File: src/rtl/core/sha_pkg.sv
// ----------------------------------------------------------------------------
// SHA-256 shared package
// Types, round constants, initial hash values and the SHA-256 mixing functions.
// ----------------------------------------------------------------------------
package sha_pkg;

   localparam int WQ_DEPTH = 4;
   localparam int WQ_PTR_W = $clog2(WQ_DEPTH);
   localparam int WQ_CNT_W = $clog2(WQ_DEPTH + 1);

   // word position just before the length words of a block
   localparam logic [3:0] PRE_LEN_POS = 4'd13;

   localparam logic [7:0][31:0] IV_VALUES = {
      32'h5be0cd19, 32'h1f83d9ab, 32'h9b05688c, 32'h510e527f,
      32'ha54ff53a, 32'h3c6ef372, 32'hbb67ae85, 32'h6a09e667
   };

   localparam logic [31:0] PAD_MARK = 32'h8000_0000;

   typedef struct packed {
      logic [31:0] word;
      logic        blk_last;   // last word of the final block of a message
   } wq_entry_type;

   typedef struct packed {
      logic full;
      logic empty;
   } wq_status_type;

   typedef enum logic [2:0] {
      FR_ACCEPT,
      FR_PAD,
      FR_ZERO,
      FR_LEN_HI,
      FR_LEN_LO
   } front_state_type;

   typedef enum logic [1:0] {
      BK_IDLE,
      BK_ROUND,
      BK_UPDATE,
      BK_OUT
   } back_state_type;

   function automatic logic [31:0] rotr(input logic [31:0] x, input logic [4:0] n);
      rotr = (x >> n) | (x << (6'd32 - {1'b0, n}));
   endfunction

   function automatic logic [31:0] big_sigma0(input logic [31:0] x);
      big_sigma0 = rotr(x, 5'd2) ^ rotr(x, 5'd13) ^ rotr(x, 5'd22);
   endfunction

   function automatic logic [31:0] big_sigma1(input logic [31:0] x);
      big_sigma1 = rotr(x, 5'd6) ^ rotr(x, 5'd11) ^ rotr(x, 5'd25);
   endfunction

   function automatic logic [31:0] small_sigma0(input logic [31:0] x);
      small_sigma0 = rotr(x, 5'd7) ^ rotr(x, 5'd18) ^ (x >> 3);
   endfunction

   function automatic logic [31:0] small_sigma1(input logic [31:0] x);
      small_sigma1 = rotr(x, 5'd17) ^ rotr(x, 5'd19) ^ (x >> 10);
   endfunction

   function automatic logic [31:0] round_k(input logic [5:0] t);
      logic [31:0] k;
      unique case (t)
         6'd0:  k = 32'h428a2f98;  6'd1:  k = 32'h71374491;
         6'd2:  k = 32'hb5c0fbcf;  6'd3:  k = 32'he9b5dba5;
         6'd4:  k = 32'h3956c25b;  6'd5:  k = 32'h59f111f1;
         6'd6:  k = 32'h923f82a4;  6'd7:  k = 32'hab1c5ed5;
         6'd8:  k = 32'hd807aa98;  6'd9:  k = 32'h12835b01;
         6'd10: k = 32'h243185be;  6'd11: k = 32'h550c7dc3;
         6'd12: k = 32'h72be5d74;  6'd13: k = 32'h80deb1fe;
         6'd14: k = 32'h9bdc06a7;  6'd15: k = 32'hc19bf174;
         6'd16: k = 32'he49b69c1;  6'd17: k = 32'hefbe4786;
         6'd18: k = 32'h0fc19dc6;  6'd19: k = 32'h240ca1cc;
         6'd20: k = 32'h2de92c6f;  6'd21: k = 32'h4a7484aa;
         6'd22: k = 32'h5cb0a9dc;  6'd23: k = 32'h76f988da;
         6'd24: k = 32'h983e5152;  6'd25: k = 32'ha831c66d;
         6'd26: k = 32'hb00327c8;  6'd27: k = 32'hbf597fc7;
         6'd28: k = 32'hc6e00bf3;  6'd29: k = 32'hd5a79147;
         6'd30: k = 32'h06ca6351;  6'd31: k = 32'h14292967;
         6'd32: k = 32'h27b70a85;  6'd33: k = 32'h2e1b2138;
         6'd34: k = 32'h4d2c6dfc;  6'd35: k = 32'h53380d13;
         6'd36: k = 32'h650a7354;  6'd37: k = 32'h766a0abb;
         6'd38: k = 32'h81c2c92e;  6'd39: k = 32'h92722c85;
         6'd40: k = 32'ha2bfe8a1;  6'd41: k = 32'ha81a664b;
         6'd42: k = 32'hc24b8b70;  6'd43: k = 32'hc76c51a3;
         6'd44: k = 32'hd192e819;  6'd45: k = 32'hd6990624;
         6'd46: k = 32'hf40e3585;  6'd47: k = 32'h106aa070;
         6'd48: k = 32'h19a4c116;  6'd49: k = 32'h1e376c08;
         6'd50: k = 32'h2748774c;  6'd51: k = 32'h34b0bcb5;
         6'd52: k = 32'h391c0cb3;  6'd53: k = 32'h4ed8aa4a;
         6'd54: k = 32'h5b9cca4f;  6'd55: k = 32'h682e6ff3;
         6'd56: k = 32'h748f82ee;  6'd57: k = 32'h78a5636f;
         6'd58: k = 32'h84c87814;  6'd59: k = 32'h8cc70208;
         6'd60: k = 32'h90befffa;  6'd61: k = 32'ha4506ceb;
         6'd62: k = 32'hbef9a3f7;  6'd63: k = 32'hc67178f2;
         default: k = 32'h0;
      endcase
      round_k = k;
   endfunction

endpackage

File: src/rtl/core/sha_front.sv
// ----------------------------------------------------------------------------
// SHA-256 front end
// Packs incoming bytes into 32-bit block words and appends the message padding.
// ----------------------------------------------------------------------------
module sha_front (
   input  logic                  clock,
   input  logic                  reset,
   input  logic                  req_push,
   output logic                  req_full,
   input  logic [31:0]           req_data_word,
   input  logic [2:0]            req_valid_bytes,
   input  logic                  req_last_item,
   input  sha_pkg::wq_status_type q_status,
   output logic                  q_push,
   output sha_pkg::wq_entry_type q_entry
);
   import sha_pkg::*;

   front_state_type state_ff, state_in;
   logic [23:0]     pend_ff, pend_in;
   logic [1:0]      pend_n_ff, pend_n_in;
   logic [60:0]     count_ff, count_in;
   logic [3:0]      wpos_ff, wpos_in;

   logic [2:0]  take_n;
   logic [31:0] data_masked;
   logic [55:0] merged;
   logic [2:0]  total;
   logic        accept;

   assign accept = req_push && !req_full;

   always_comb begin
      take_n = (req_valid_bytes > 3'd4) ? 3'd4 : req_valid_bytes;
      unique case (take_n)
         3'd0:    data_masked = 32'h0;
         3'd1:    data_masked = {req_data_word[31:24], 24'h0};
         3'd2:    data_masked = {req_data_word[31:16], 16'h0};
         3'd3:    data_masked = {req_data_word[31:8], 8'h0};
         default: data_masked = req_data_word;
      endcase
      merged = {pend_ff, 32'h0} | ({data_masked, 24'h0} >> {pend_n_ff, 3'b000});
      total  = {1'b0, pend_n_ff} + take_n;
   end

   always_ff @(posedge clock) begin
      if (reset) begin
         state_ff  <= FR_ACCEPT;
         pend_ff   <= '0;
         pend_n_ff <= '0;
         count_ff  <= '0;
         wpos_ff   <= '0;
      end else begin
         state_ff  <= state_in;
         pend_ff   <= pend_in;
         pend_n_ff <= pend_n_in;
         count_ff  <= count_in;
         wpos_ff   <= wpos_in;
      end
   end

   always_comb begin
      state_in  = state_ff;
      pend_in   = pend_ff;
      pend_n_in = pend_n_ff;
      count_in  = count_ff;
      q_push    = 1'b0;
      q_entry   = '{word: 32'h0, blk_last: 1'b0};
      req_full  = (state_ff != FR_ACCEPT) || q_status.full;

      unique case (state_ff)
         FR_ACCEPT: begin
            if (accept) begin
               count_in = count_ff + {58'h0, take_n};
               if (total[2]) begin
                  q_push        = 1'b1;
                  q_entry.word  = merged[55:24];
                  pend_in       = merged[23:0];
               end else begin
                  pend_in       = merged[55:32];
               end
               pend_n_in = total[1:0];
               if (req_last_item) begin
                  state_in = FR_PAD;
               end
            end
         end
         FR_PAD: begin
            if (!q_status.full) begin
               q_push       = 1'b1;
               q_entry.word = {pend_ff, 8'h0} | (PAD_MARK >> {pend_n_ff, 3'b000});
               state_in     = (wpos_ff == PRE_LEN_POS) ? FR_LEN_HI : FR_ZERO;
            end
         end
         FR_ZERO: begin
            if (!q_status.full) begin
               q_push = 1'b1;
               if (wpos_ff == PRE_LEN_POS) begin
                  state_in = FR_LEN_HI;
               end
            end
         end
         FR_LEN_HI: begin
            if (!q_status.full) begin
               q_push       = 1'b1;
               q_entry.word = count_ff[60:29];
               state_in     = FR_LEN_LO;
            end
         end
         FR_LEN_LO: begin
            if (!q_status.full) begin
               q_push           = 1'b1;
               q_entry.word     = {count_ff[28:0], 3'b000};
               q_entry.blk_last = 1'b1;
               pend_in          = '0;
               pend_n_in        = '0;
               count_in         = '0;
               state_in         = FR_ACCEPT;
            end
         end
         default: state_in = FR_ACCEPT;
      endcase

      wpos_in = q_push ? wpos_ff + 4'd1 : wpos_ff;
   end

endmodule

File: src/rtl/core/sha_wordq.sv
// ----------------------------------------------------------------------------
// SHA-256 word queue
// Short queue of block words between the front end and the round engine.
// ----------------------------------------------------------------------------
module sha_wordq (
   input  logic                   clock,
   input  logic                   reset,
   input  logic                   push,
   input  sha_pkg::wq_entry_type  push_entry,
   input  logic                   pop,
   output sha_pkg::wq_entry_type  head_entry,
   output sha_pkg::wq_status_type status
);
   import sha_pkg::*;

   wq_entry_type        mem_ff [WQ_DEPTH];
   logic [WQ_PTR_W-1:0] wr_ptr_ff, wr_ptr_in;
   logic [WQ_PTR_W-1:0] rd_ptr_ff, rd_ptr_in;
   logic [WQ_CNT_W-1:0] cnt_ff, cnt_in;

   always_comb begin
      status.full  = (cnt_ff == WQ_CNT_W'(WQ_DEPTH));
      status.empty = (cnt_ff == '0);
      head_entry   = mem_ff[rd_ptr_ff];
      wr_ptr_in    = push ? wr_ptr_ff + 1'b1 : wr_ptr_ff;
      rd_ptr_in    = pop  ? rd_ptr_ff + 1'b1 : rd_ptr_ff;
      cnt_in       = cnt_ff + WQ_CNT_W'(push) - WQ_CNT_W'(pop);
   end

   always_ff @(posedge clock) begin
      if (reset) begin
         wr_ptr_ff <= '0;
         rd_ptr_ff <= '0;
         cnt_ff    <= '0;
      end else begin
         wr_ptr_ff <= wr_ptr_in;
         rd_ptr_ff <= rd_ptr_in;
         cnt_ff    <= cnt_in;
      end
   end

   always_ff @(posedge clock) begin
      if (push) begin
         mem_ff[wr_ptr_ff] <= push_entry;
      end
   end

endmodule

File: src/rtl/core/sha_back.sv
// ----------------------------------------------------------------------------
// SHA-256 round engine; keeps the chaining state and shows the digest
// Runs one compression round per cycle, stalling in rounds 0..15 on an empty queue.
// ----------------------------------------------------------------------------
module sha_back (
   input  logic                   clock,
   input  logic                   reset,
   input  sha_pkg::wq_entry_type  q_head,
   input  sha_pkg::wq_status_type q_status,
   output logic                   q_pop,
   output logic                   rsp_empty,
   input  logic                   rsp_pop,
   output logic [31:0]            rsp_digest_word,
   output logic [2:0]             rsp_word_index,
   output logic                   rsp_last_word
);
   import sha_pkg::*;

   back_state_type state_ff, state_in;
   logic [5:0]     t_ff, t_in;
   logic [2:0]     idx_ff, idx_in;
   logic           blk_last_ff;
   logic [31:0]    chain_ff [8];
   logic [31:0]    wv_ff [8];
   logic [31:0]    w_ff [16];

   logic        in_load;
   logic        advance;
   logic        load_wv;
   logic        add_chain;
   logic        drop_chain;
   logic [31:0] w_cur;
   logic [31:0] t1;
   logic [31:0] t2;

   assign in_load = (t_ff[5:4] == 2'b00);

   always_comb begin
      w_cur = in_load ? q_head.word
                      : small_sigma1(w_ff[14]) + w_ff[9] + small_sigma0(w_ff[1]) + w_ff[0];
      t1 = wv_ff[7] + big_sigma1(wv_ff[4])
         + ((wv_ff[4] & wv_ff[5]) ^ (~wv_ff[4] & wv_ff[6]))
         + round_k(t_ff) + w_cur;
      t2 = big_sigma0(wv_ff[0])
         + ((wv_ff[0] & wv_ff[1]) ^ (wv_ff[0] & wv_ff[2]) ^ (wv_ff[1] & wv_ff[2]));
   end

   always_ff @(posedge clock) begin
      if (reset) begin
         state_ff <= BK_IDLE;
         t_ff     <= '0;
         idx_ff   <= '0;
      end else begin
         state_ff <= state_in;
         t_ff     <= t_in;
         idx_ff   <= idx_in;
      end
   end

   always_comb begin
      state_in   = state_ff;
      t_in       = t_ff;
      idx_in     = idx_ff;
      q_pop      = 1'b0;
      advance    = 1'b0;
      load_wv    = 1'b0;
      add_chain  = 1'b0;
      drop_chain = 1'b0;
      rsp_empty  = 1'b1;

      unique case (state_ff)
         BK_IDLE: begin
            if (!q_status.empty) begin
               load_wv  = 1'b1;
               t_in     = '0;
               state_in = BK_ROUND;
            end
         end
         BK_ROUND: begin
            // rounds 0..15 wait on the queue for their message word
            if (!in_load || !q_status.empty) begin
               advance = 1'b1;
               q_pop   = in_load;
               t_in    = t_ff + 6'd1;
               if (t_ff == 6'd63) begin
                  state_in = BK_UPDATE;
               end
            end
         end
         BK_UPDATE: begin
            add_chain = 1'b1;
            idx_in    = '0;
            state_in  = blk_last_ff ? BK_OUT : BK_IDLE;
         end
         BK_OUT: begin
            rsp_empty = 1'b0;
            if (rsp_pop) begin
               idx_in = idx_ff + 3'd1;
               if (idx_ff == 3'd7) begin
                  drop_chain = 1'b1;
                  state_in   = BK_IDLE;
               end
            end
         end
         default: state_in = BK_IDLE;
      endcase
   end

   assign rsp_digest_word = chain_ff[idx_ff];
   assign rsp_word_index  = idx_ff;
   assign rsp_last_word   = (idx_ff == 3'd7);

   always_ff @(posedge clock) begin
      if (reset) begin
         for (int j = 0; j < 8; j++) begin
            chain_ff[j] <= IV_VALUES[j];
         end
      end else if (drop_chain) begin
         for (int j = 0; j < 8; j++) begin
            chain_ff[j] <= IV_VALUES[j];
         end
      end else if (add_chain) begin
         for (int j = 0; j < 8; j++) begin
            chain_ff[j] <= chain_ff[j] + wv_ff[j];
         end
      end
   end

   always_ff @(posedge clock) begin
      if (load_wv) begin
         for (int j = 0; j < 8; j++) begin
            wv_ff[j] <= chain_ff[j];
         end
      end else if (advance) begin
         wv_ff[0] <= t1 + t2;
         wv_ff[1] <= wv_ff[0];
         wv_ff[2] <= wv_ff[1];
         wv_ff[3] <= wv_ff[2];
         wv_ff[4] <= wv_ff[3] + t1;
         wv_ff[5] <= wv_ff[4];
         wv_ff[6] <= wv_ff[5];
         wv_ff[7] <= wv_ff[6];
      end
   end

   // schedule window: w_ff[15] holds the newest word
   always_ff @(posedge clock) begin
      if (advance) begin
         for (int j = 0; j < 15; j++) begin
            w_ff[j] <= w_ff[j + 1];
         end
         w_ff[15] <= w_cur;
      end
   end

   always_ff @(posedge clock) begin
      if (reset) begin
         blk_last_ff <= 1'b0;
      end else if (q_pop && (t_ff == 6'd15)) begin
         blk_last_ff <= q_head.blk_last;
      end
   end

endmodule

File: src/rtl/core/sha256_stream_hasher.sv
// ----------------------------------------------------------------------------
// sha256_stream_hasher: SHA-256 digest of a byte stream, up to four bytes a word
// Front takes one word a cycle into a 4-entry queue unless full or padding.
// Engine per 64-byte block: load, 64 rounds (one a cycle when fed), chain add.
// Digest: 1-2 blocks of padding after the last word, then 8 words, one a pop.
// Synchronous reset clears control and loads the SHA-256 initial hash values.
// ----------------------------------------------------------------------------
module sha256_stream_hasher (
   input  logic        clock,
   input  logic        reset,
   // input word channel
   input  logic        req_push,
   output logic        req_full,
   input  logic [31:0] req_data_word,
   input  logic [2:0]  req_valid_bytes,
   input  logic        req_last_item,
   // digest channel
   output logic        rsp_empty,
   input  logic        rsp_pop,
   output logic [31:0] rsp_digest_word,
   output logic [2:0]  rsp_word_index,
   output logic        rsp_last_word
);
   import sha_pkg::*;

   // Block words flow front -> queue -> round engine. The front end stalls
   // only on a full queue or while it writes padding; the round engine
   // stalls on an empty queue or while the digest is being drained.
   logic          q_push;
   logic          q_pop;
   wq_entry_type  q_push_entry;
   wq_entry_type  q_head;
   wq_status_type q_status;

   // Pack bytes into big-endian block words, append the 0x80 mark, the zero
   // fill and the 64-bit bit length on the last word of a message.
   sha_front u_front (
      .clock           (clock),
      .reset           (reset),
      .req_push        (req_push),
      .req_full        (req_full),
      .req_data_word   (req_data_word),
      .req_valid_bytes (req_valid_bytes),
      .req_last_item   (req_last_item),
      .q_status        (q_status),
      .q_push          (q_push),
      .q_entry         (q_push_entry)
   );

   // Decouple the byte packer from the round engine.
   sha_wordq u_wordq (
      .clock      (clock),
      .reset      (reset),
      .push       (q_push),
      .push_entry (q_push_entry),
      .pop        (q_pop),
      .head_entry (q_head),
      .status     (q_status)
   );

   // Compress each block and hold the digest on the result ports until all
   // eight words are popped, then restore the initial hash values.
   sha_back u_back (
      .clock           (clock),
      .reset           (reset),
      .q_head          (q_head),
      .q_status        (q_status),
      .q_pop           (q_pop),
      .rsp_empty       (rsp_empty),
      .rsp_pop         (rsp_pop),
      .rsp_digest_word (rsp_digest_word),
      .rsp_word_index  (rsp_word_index),
      .rsp_last_word   (rsp_last_word)
   );

`ifndef SYNTHESIS
   // never write into a full queue
   a_no_push_full: assert property (@(posedge clock) disable iff (reset)
      !(q_push && q_status.full))
      else $error("word queue overflow");

   // never read from an empty queue
   a_no_pop_empty: assert property (@(posedge clock) disable iff (reset)
      !(q_pop && q_status.empty))
      else $error("word queue underflow");

   // digest words advance in order while draining
   a_digest_order: assert property (@(posedge clock) disable iff (reset)
      (rsp_pop && !rsp_empty && !rsp_last_word) |=>
      (!rsp_empty && (rsp_word_index == $past(rsp_word_index) + 3'd1)))
      else $error("digest word order broken");

   // digest channel closes after the final word
   a_digest_close: assert property (@(posedge clock) disable iff (reset)
      (rsp_pop && !rsp_empty && rsp_last_word) |=> rsp_empty)
      else $error("digest shown past its last word");
`endif

endmodule
File: config.mk
export PLATFORM = sky130hd
export DESIGN_NAME = sha256_stream_hasher
export DESIGN_NICKNAME = d
export VERILOG_FILES = /design/src/rtl/core/sha_pkg.sv /design/src/rtl/core/sha_front.sv /design/src/rtl/core/sha_wordq.sv /design/src/rtl/core/sha_back.sv /design/src/rtl/core/sha256_stream_hasher.sv
export SDC_FILE = /design/constraint.sdc
export NUM_CORES = 2
export LEC_CHECK = 0
export BUFFER_PORTS_ARGS = -buffer_cell sky130_fd_sc_hd__buf_2
export CAP_MARGIN = 15
export CELL_PAD_IN_SITES_DETAIL_PLACEMENT = 0
export CELL_PAD_IN_SITES_GLOBAL_PLACEMENT = 2
export CORE_MARGIN = 3
export CORE_UTILIZATION = 44
export DETAILED_ROUTE_END_ITERATION = 8
export PLACE_DENSITY_LB_ADDON = 0.1
export SLEW_MARGIN = 15
export SYNTH_ARGS = -nofsm -noshare
export SYNTH_HDL_FRONTEND = slang
export SYNTH_SLANG_ARGS = --single-unit
File: constraint.sdc
create_clock -name clock -period 18.55 [get_ports clock]
set_clock_uncertainty 0.1 [all_clocks]
set_input_delay 1.855 -clock clock [delete_from_list [all_inputs] [get_ports clock]]
set_output_delay 1.855 -clock clock [all_outputs]
set_load 0.05 [all_outputs]
After elaboration in Yosys (flattened, before gate mapping). Memory sizes are Yosys's and may differ from the RTL's. A register that Yosys moved wholly into a read port is not among the register bits. Cells that the tools add are included.

Output and inout bits: 38. Memories: 5. RAM bits: 1156. Register bits after elaboration: 113. Word-level logic and storage cells: 252. Bits in read-only memories: 2048.

Add/subtract/negate cells: 27. Muxes and demuxes: 103. Reductions and logical operators: 22. Bitwise logic cells: 53. Equality and inequality tests: 27. $lt $le $gt $ge: 1. Shifts and indexed selects: 2.

Memory list: (no name shown) (depth 64, width 32, rd ports 1, clocked after Yosys merged registers in 1, write ports 0, line sha_pkg.sv:68) `unique case (t)`; u_back.w_ff (depth 16, width 32, rd ports 16, clocked after Yosys merged registers in 0, write ports 16, line sha_back.sv:25) `logic [31:0] w_ff [16];`; u_back.chain_ff (depth 8, width 32, rd ports 9, clocked after Yosys merged registers in 1, write ports 8, line sha_back.sv:23) `logic [31:0] chain_ff [8];`; u_back.wv_ff (depth 8, width 32, rd ports 8, clocked after Yosys merged registers in 0, write ports 8, line sha_back.sv:24) `logic [31:0] wv_ff [8];`; u_wordq.mem_ff (depth 4, width 33, rd ports 1, clocked after Yosys merged registers in 1, write ports 1, line sha_wordq.sv:16) `wq_entry_type mem_ff [WQ_DEPTH];`.

Operator list (count): 32-bit two-way mux (29); 32-bit adder (18); 32-bit XOR (9); 32-bit one-hot mux with 4 select lines (2); 32-bit bitwise AND (5); 61-bit two-way mux (2); 61-bit one-hot mux with 2 select lines (1); 24-bit two-way mux (3); 61-bit by 3-bit adder with 61-bit output (1); 56-bit OR (1); 56-bit by 5-bit >> shifter with 56-bit output (1); 24-bit one-hot mux with 2 select lines (1); 1-bit two-way mux (33); 3-bit two-way mux (11); 33-bit two-way mux (1); 32-bit inverter (1); 10-bit by 32-bit OR with 32-bit output (1); 13-bit by 32-bit OR with 32-bit output (1); 14-bit by 32-bit OR with 32-bit output (1); 15-bit by 32-bit OR with 32-bit output (1); 19-bit by 32-bit OR with 32-bit output (1); 21-bit by 32-bit OR with 32-bit output (1); 25-bit by 32-bit OR with 32-bit output (1); 26-bit by 32-bit OR with 32-bit output (1); 45 further kinds (108).

Depth between registers and ports, before layout. An unclocked memory read counts as a cell.

Word-level depth: 11. Depth in mapped cells: 44. Mapped depth without buffers: 44.

By module. From an unflattened synthesis, not the netlist that was laid out.

Cell total of the unflattened synthesis: 7192. Area total of the unflattened synthesis: 77694.5 sq um.

Modules (own cells, without submodules): sha_back (cells each 6240, instances 1, area an instance 66780.3 sq um); sha_front (cells each 737, instances 1, area an instance 5666.7 sq um); sha_wordq (cells each 215, instances 1, area an instance 5247.5 sq um).

Least setup slack after synthesis. OpenSTA, ideal clock, no wires.

Kind: register -> register. Start: register u_back.t_ff[4]. End: memory u_back.w_ff[0][0], enable pin. Arrival: 15.144 ns. Slack: 2.229 ns. Stages on the path, launching flop included: 8. Setup time: 1.076 ns. Period minus slack after synthesis: 16.321 ns. Cells stage by stage: dfxtp_1 buf_2 nor2_1 nand2_1 nand2_1 clkinv_1 clkbuf_1 clkbuf_1.

RTL lines: from (decl) (line sha_back.sv:20) `logic [5:0] t_ff, t_in;`; from (signal assigned) (line sha_back.sv:55) `t_ff <= t_in;`; to (decl) (line sha_back.sv:25).

==> flow_summary_export.csv <==
group,metric,value,unit
run_status,status,"completed",
finish,utilization,49.3,%
sta,rsz0062_at_grt,"no",
clock_tree,cts.sink_count,1306,
detailed_routing,dr_total_vias,54200,
global_routing,grt_start_max_net_pins,189,
clock_tree,cts_setup_buffers,0,
floorplan,core,0.173,mm2
logic_synthesis,synth.distinct_cells,91,
sta,tightest_slew,1360,ps
critical_path,critPathKind,"register to register",
global_routing,antenna_found_initial,8,
clock_tree,cts_made_buffers,151,
hold_path,whs_path_depth,0,
critical_path,end_kind,"register",
hold_path,hold_start,"u_back.w_ff[2][17]",
global_routing,grt-ovfl-total,0,
logic_synthesis,synth_ff_type,"edfxtp_1",
detailed_routing,drc_errors,0,
global_routing,grt_usage,27.1,%
detailed_routing,routedWlPerCell,26.1,um
critical_path,cpMaxStageDelayCell,"a2111oi_0",
critical_path,path_buf_inv,3,
clock_tree,cts_tree,"done",
finish,multi_input_area,0.0370,mm2
critical_path,cp_top_family,"compound AO/OA/AOI/OAI gates",
critical_path,r2r_slack,7480,ps
sta,setup_viol,0,
sta,report.final.slew_viol_count,0,
logic_synthesis,synth_enable_flop_cells,1124,
finish,fin_cells,9444,
placement,placement.io_buffers,77,
finish,num-fill-cells,15800,
placement,dpl.cell_count,9159,
critical_path,reg2regPathDepth,40,
floorplan,die_w,424,um
finish,seq_area,0.0374,mm2
finish,final_nets,7643,
critical_path,critical_path_required,18940,ps
detailed_routing,wl,246000,um
hold_path,hold_path_class,"register to register",
finish,synthToLayoutAreaGrowth,10.6,%
floorplan,std_cell_rows,152,
sta,fin_setup_tns,0,ps
logic_synthesis,yosys_warnings,0,
placement,hpwlAfterDp,181000,um
clock_tree,cts.repair.resized,0,
logic_synthesis,syn_area_per_cell,11.0,um2
critical_path,startpoint_type,"register",
placement,placed_area,0.0799,mm2
critical_path,arrival,11460,ps
global_routing,grt_pass1_vias,51700,
detailed_routing,first_pass_iters,6,
floorplan,die-area,0.180,mm2
logic_synthesis,synth_cells,6993,
clock_tree,clk_pin_slew,60,ps
logic_synthesis,async_flop_share,0,%
sta,hold_viol,0,
critical_path,critPathMaxFanout,5,
sta,min_period,11070,ps
clock_tree,htree_num_levels,4,
logic_synthesis,synth_fp_nets,7634,
placement,place.gp.congestion,0.937,
clock_tree,root_buffer,"clkbuf_16",
hold_path,hold_end,"u_back.w_ff[1][113]",
finish,drive_gt1_share,9.24,%
logic_synthesis,synthesis.area,0.0770,mm2
logic_synthesis,synth_seq_cells,1306,
clock_tree,clockBufferDepth,3,
detailed_routing,drt_iter0_drc,5374,
logic_synthesis,ys_seq_area_share,48.6,%
detailed_routing,viasPerCell,5.74,
detailed_routing,drtAntennaViolNets,0,
critical_path,slowest_delay,880,ps
critical_path,reg2reg_from,"u_back.w_ff[0][41]",
sta,fmax,0.0903,GHz
sta,relSlewSlack,7.15,%
clock_tree,insertion_delay,830,ps
floorplan,ioPinCount,78,
finish,final_area,0.0852,mm2
run,max_cap_violations,0,
sta,fin_crit_sh,59.7,%
critical_path,cpMostUsedCell,"fa_1",
floorplan,start_util,44.6,%
global_routing,grt_pass1_wl,359000,um
critical_path,worstReg2RegEnd,"u_back.wv_ff[0][31]",
floorplan,die_h,424,um
clock_tree,hold_buffers,0,
metrics by stage:
step	setup slack [ps]	hold WS (ps)
2_1_floorplan	2230	300
3_3_place_gp	7680	300
3_5_place_dp	7700	305
4_1_cts	7580	285
5_1_grt	6680	287
6_report	7480	275
cells in the final DEF (no fill, tap or decap), types with 34 or more instances in the layout:
| master | instances |
|---|---|
| nand2_1 | 877 |
| o21bai_1 | 39 |
| a22oi_1 | 37 |
| nor2b_1 | 60 |
| xnor2_1 | 377 |
| fa_1 | 198 |
| a31oi_1 | 36 |
| nand4_1 | 34 |
| dfxtp_1 | 178 |
| edfxtp_1 | 1124 |
| buf_2 | 77 |
| mux2i_1 | 70 |
| clkbuf_16 | 155 |
| a21o_1 | 186 |
| buf_4 | 88 |
| nor2_1 | 478 |
| mux2_2 | 97 |
| o211ai_1 | 50 |
| ha_1 | 403 |
| and3_1 | 57 |
| nand2b_1 | 76 |
| o21ai_0 | 382 |
| a21oi_1 | 451 |
| clkbuf_1 | 34 |
| o22ai_1 | 50 |
| a211oi_1 | 56 |
| nand3_1 | 94 |
| xor2_1 | 239 |
| o21a_1 | 57 |
| inv_1 | 390 |
| mux4_2 | 97 |
| nor3_1 | 83 |
synthesized netlist by cell type (all sizes together) (61+ instances only):
library cell,instances,area [um2]
inv,393,1480
fa,198,3960
clkbuf,263,987
nor2b,61,382
nor2,480,1800
edfxtp,1124,33800
xnor2,377,3300
xor2,240,2110
mux4,97,2180
mux2i,70,701
nand3,94,470
o21ai,389,1950
mux2,97,1090
dfxtp,182,3640
a21o,186,1400
ha,403,5040
nor3,83,415
a21oi,452,2270
nand2b,79,494
nand2,881,3310
flip-flops by register name, summed over array words and instances, names as in the netlist, named ones only:
register               flops
u_front.pend_n_ff          2
u_front.pend_ff           24
u_front.state_ff           3
u_front.count_ff          61
u_wordq.wr_ptr_ff          2
u_wordq.cnt_ff             3
u_back.state_ff            2
u_wordq.rd_ptr_ff          2
u_back.w_ff              512
u_back.wv_ff             256
u_back.t_ff                6
u_back.rsp_word_index      3
u_front.wpos_ff            4
u_wordq.mem_ff           132
u_back.chain_ff          256
u_back.blk_last_ff         1
metal layers:
| metal | track usage [%] | vias up | share of wire [%] |
|---|---|---|---|
| li1 | - | 25200 | - |
| met1 | 40.5 | 26900 | 47 |
| met2 | 39.8 | 1784 | 43 |
| met3 | 6.39 | 263 | 8.0 |
| met4 | 6.03 | 0 | 2.0 |
| met5 | 0 | - | 0 |
worst max path at each step:
stage                                   from                   to  depth (start not counted)
after global placement    u_back.w_ff[0][41]  u_back.wv_ff[0][28]                         42
after global routing      u_back.w_ff[0][41]  u_back.wv_ff[0][28]                         42
after CTS                 u_back.w_ff[0][41]  u_back.wv_ff[0][31]                         40
after floorplan               u_back.t_ff[4]    u_back.w_ff[0][0]                          7
after detailed placement  u_back.w_ff[0][41]  u_back.wv_ff[0][28]                         42
final                     u_back.w_ff[0][41]  u_back.wv_ff[0][31]                         40
final cells by class:
cell class / count / area share, %
tap: 2310 / 3.39
inverter: 396 / 1.76
multi-input combinational: 4980 / 43.5
clock inverter: 76 / 1.23
sequential: 1306 / 43.9
antenna: 5 / 0.0147
timing repair buffer: 167 / 1.27
clock buffer: 204 / 4.94
logic make-up after synthesis:
logic type,synth area share (%)
AO/OA/AOI/OAI,13.0
adder cells (fa/ha/maj),11.9
XOR/XNOR,7.09
buffers and inverters,3.46
AND/OR/NAND/NOR,10.8
flip-flops,48.6
multiplexers,5.17
Power is not shown: default switching activity piles up to over one toggle a cycle in this logic, so the estimate is an artifact.
